### src/rtl/core/tsm_ram.sv
// generic single write port ram with registered read
`timescale 1ns / 1ps
`default_nettype none
module tsm_ram #(
    parameter int WIDTH  = 8,
    parameter int DEPTH  = 16,
    parameter int ADDR_W = (DEPTH > 1) ? $clog2(DEPTH) : 1
) (
    input  wire logic              i_clk,
    input  wire logic              i_we,
    input  wire logic [ADDR_W-1:0] i_waddr,
    input  wire logic [WIDTH-1:0]  i_wdata,
    input  wire logic [ADDR_W-1:0] i_raddr,
    output logic      [WIDTH-1:0]  o_rdata
);

    logic [WIDTH-1:0] r_mem [DEPTH];

    always_ff @(posedge i_clk) begin
        if (i_we) begin
            r_mem[i_waddr] <= i_wdata;
        end
        o_rdata <= r_mem[i_raddr];
    end

endmodule
`default_nettype wire

### config.mk
export PLATFORM = sky130hd
export DESIGN_NAME = tsm_ram
export DESIGN_NICKNAME = d
export VERILOG_FILES = /design/src/rtl/core/tsm_ram.sv
export SDC_FILE = /design/constraint.sdc
export NUM_CORES = 1
export LEC_CHECK = 0
export CAP_MARGIN = 20
export CORE_ASPECT_RATIO = 1.2
export CORE_MARGIN = 5
export CORE_UTILIZATION = 35
export DETAILED_ROUTE_END_ITERATION = 7
export DONT_BUFFER_PORTS = 1
export HOLD_SLACK_MARGIN = 0.03
export SLEW_MARGIN = 15
export SYNTH_ARGS = -nofsm -noshare
export SYNTH_HDL_FRONTEND = slang
export SYNTH_SLANG_ARGS = --single-unit
### constraint.sdc
create_clock -name i_clk -period 1.95 [get_ports i_clk]
set_input_delay 0.0975 -clock i_clk [delete_from_list [all_inputs] [get_ports i_clk]]
set_output_delay 0.0975 -clock i_clk [all_outputs]
set_load 0.02 [all_outputs]
==> results by group <==
STA
  – Fmax: 568 MHz
  – Clock Skew: 0.00438 ns
  – Headroom to the max-slew limit: 36.2%
  – RSZ-0062 raised after global routing: false
  – Hold Fails Final Rpt: 0
  – Min Hold Slack: 0.0453 ns
  – Final setup TNS: 0 ns
  – Fin crit share: 90.2%
  – Max Slew Vio Count: 0
  – Final setup viols: 0
  – Actual slew at the worst max-slew pin: roughly 0.95 ns
  – Minimum clock period: 1.76 ns

Synth
  – Synth Register Bits: 136
  – Post-synth cell types: 19
  – Yosys Warn Count: 0
  – Avg Cell Area, Syn: 22.5 um^2
  – Post-Synthesis Cells: between 200 and 250
  – Synthesized cell area: 5150 um^2
  – Synth Net Count: roughly 250
  – Seq/Total Area, Yosys: roughly 78%

Placement
  – DP Area: 5410 um^2
  – IO Port Bufs: 0
  – Detailed placement HPWL: 6190 um
  – Placer Congestion: between 0.7 and 0.8

GRT
  – Met2 Use GR: between 10% and 20%
  – Initial antenna violation count: 0
  – All-Layer GR Usage: 12.6%
  – GRT overflow: 0
  – M1 GR Usage: 16.4%
  – Met3 Resource Use GR: under 10%
  – Global-route wire length before repair: roughly 15000 um
  – Largest net degree at the start of global routing: 32
  – Busiest grt layer: met2
  – Vias in the first global route: 2420

Drt
  – DRT Wirelength: 10200 um
  – Initial detailed-routing violation count: 220
  – Total vias in the final route: ~2.4k
  – 1st-pass router iterations: 4
  – Via-to-Cell Ratio: 5.19
  – Routed length per placed instance: about 22 um
  – DRC errors left: 0
  – Routed Antenna Nets: 0

Die
  – Core area: about 14000 um^2
  – Std cell rows: 48
  – Initial core utilization: 35.7%
  – Die W: approximately 120 um
  – Total Die Area: 17200 um^2
  – Die Span Y: between 100 and 150 um
  – Io pins: 26

Clock tree
  – CTS buffer count: 17
  – CTS tree: done
  – Worst-path clk slew: 0.05 ns
  – Clk_lat worst skew: ~0.41 ns
  – # Post-CTS Setup Buffers: 0
  – H-tree depth: 4
  – CTS Sinks: 136
  – Bufs on Longest Clock Path: 2
  – Clk root buf: clkbuf_16

Finish
  – Inserted Diodes: 0
  – Most frequent cells in the layout: 128 x edfxtp_1, 18 x mux4_2, 17 x clkbuf_16, 17 x buf_4, 16 x a22oi_1
  – Sequential standard cell area: between 4000 and 5000 um^2
  – Final net count: 284
  – Area Overhead vs Synth: 17.3%
  – Most common cell after layout, fill and taps aside: edfxtp_1
  – Share of cells above drive strength 1: a little over a fifth
  – Final Util: 41.9%
  – Multi-input gate area in the final layout: 1060 um^2
  – Post-route cell area: 6040 um^2
  – Fillcell total: 1267

Pwr
  – Worst vdd ir: between 0.5 and 0.6 mV
  – Tot Pwr: 0.00636 W
  – Pwr per Cell Area: 1050 nW/um^2
  – Pleak: 1.98 nW

Critical path
  – Worst setup SP type: primary input
  – Critical Path Slowest Stage Cell: dlygate4sd3_1
  – Critical path, cell by cell: dlygate4sd3_1 > mux4_1 > a22oi_1 > nand2_1
  – Worst EP arrival: about 2.1 ns
  – CP max FO: 17
  – Flop-to-flop setup slack: between 0.4 and 0.5 ns
  – Buf/Inv on CP: 1
  – Crit path max-delay family: buffers and inverters
  – Slowest stage delay, CP: ~1.2 ns
  – Crit end category: register
  – WS Path Type: primary input to register
  – Worst endpoint required time: 2.24 ns

Job
  – Max-cap violations: 0

Hold path
  – HP Class: primary input to register

Run status
  – Status: finished clean
-- cell families (layout without fill, tap and decap cells) --
family / count (synthesis) / in the layout / share of synthesized area (%)
compound gates: 16 / 16 / 2.33
simple gates: 35 / 35 / 3.18
mux: 32 / 32 / 15.0
flops: 136 / 136 / 77.8
buf+inv: 10 / 60 / 1.68
-- registers in the layout, summed over array words and instances (netlist names) --
register and cells:
r_mem 128, o_rdata 8
-- synth_stat cells --
master	n	share of area [%]
edfxtp_1	128	75
mux4_2	18	7.9
a22oi_1	16	2.3
mux4_1	14	7.1
nor2_1	13	0.95
nand2_1	9	0.66
dfxtp_1	8	3.1
nor3_1	4	0.39
buf_2	3	0.29
buf_6	3	0.66
clkdlybuf4s25_2	3	0.58
nand2b_1	2	0.24
nand3b_1	2	0.29
and2_1	1	0.12
and2b_1	1	0.15
buf_4	1	0.15
nand3_1	1	0.097
nor2b_1	1	0.12
or3b_2	1	0.17
-- report_power, final --
group | total (W) | internal, W | leakage (nW) | switching [W]
logic | 0.000244 | 0.000115 | 0.507 | 0.000128
clock network | 0.00280 | 0.00171 | 0.251 | 0.00109
registers | 0.00332 | 0.00327 | 1.22 | 0.0000474
total | 0.00636 | 0.00510 | 1.98 | 0.00127
-- tightest hold or removal path, delay by kind of cell --
| kind | cells | cell delay [ns] |
|---|---|---|
| AO/OA/AOI/OAI | 1 | 0.12 |
| AND/OR/NAND/NOR | 1 | 0.08 |
| multiplexers | 1 | 0.13 |
-- per-stage QoR --
step,worst slack [ns],instances
after floorplan,0.360,229
after global placement,0.516,411
after detailed placement,0.490,411
after CTS,0.189,453
after global routing,0.0794,454
final,0.190,454
-- worst paths after layout --
check / from / cells past startpoint / to
worst max register to register: r_mem[1][0] / 3 / o_rdata[0]
worst max-delay path: i_raddr[1] / 4 / o_rdata[1]
worst min-delay path: i_raddr[1] / 3 / o_rdata[2]
worst min register to register: r_mem[15][2] / 3 / o_rdata[2]
-- layout make-up --
cell class	count	share of cell area, %
clock buffers	19	7.17
clock inverters	13	1.45
multi-input cells	83	17.5
flip-flops and latches	136	66.3
well taps	175	3.63
repair buffers	28	3.94
-- layer usage --
layer / vias up / part of all wire (%)
met3: 14 / 4.7
met1: 1225 / 45
met2: 66 / 49
met4: 0 / 1.4
met5: - / 0
li1: 1049 / -
-- what timing repair did --
action,in CTS,in global routing
endpoints found under the hold margin,136,1
hold buffers,10,1
gates resized for setup,0,0
No activity file was read; power rests on OpenSTA's default activity.
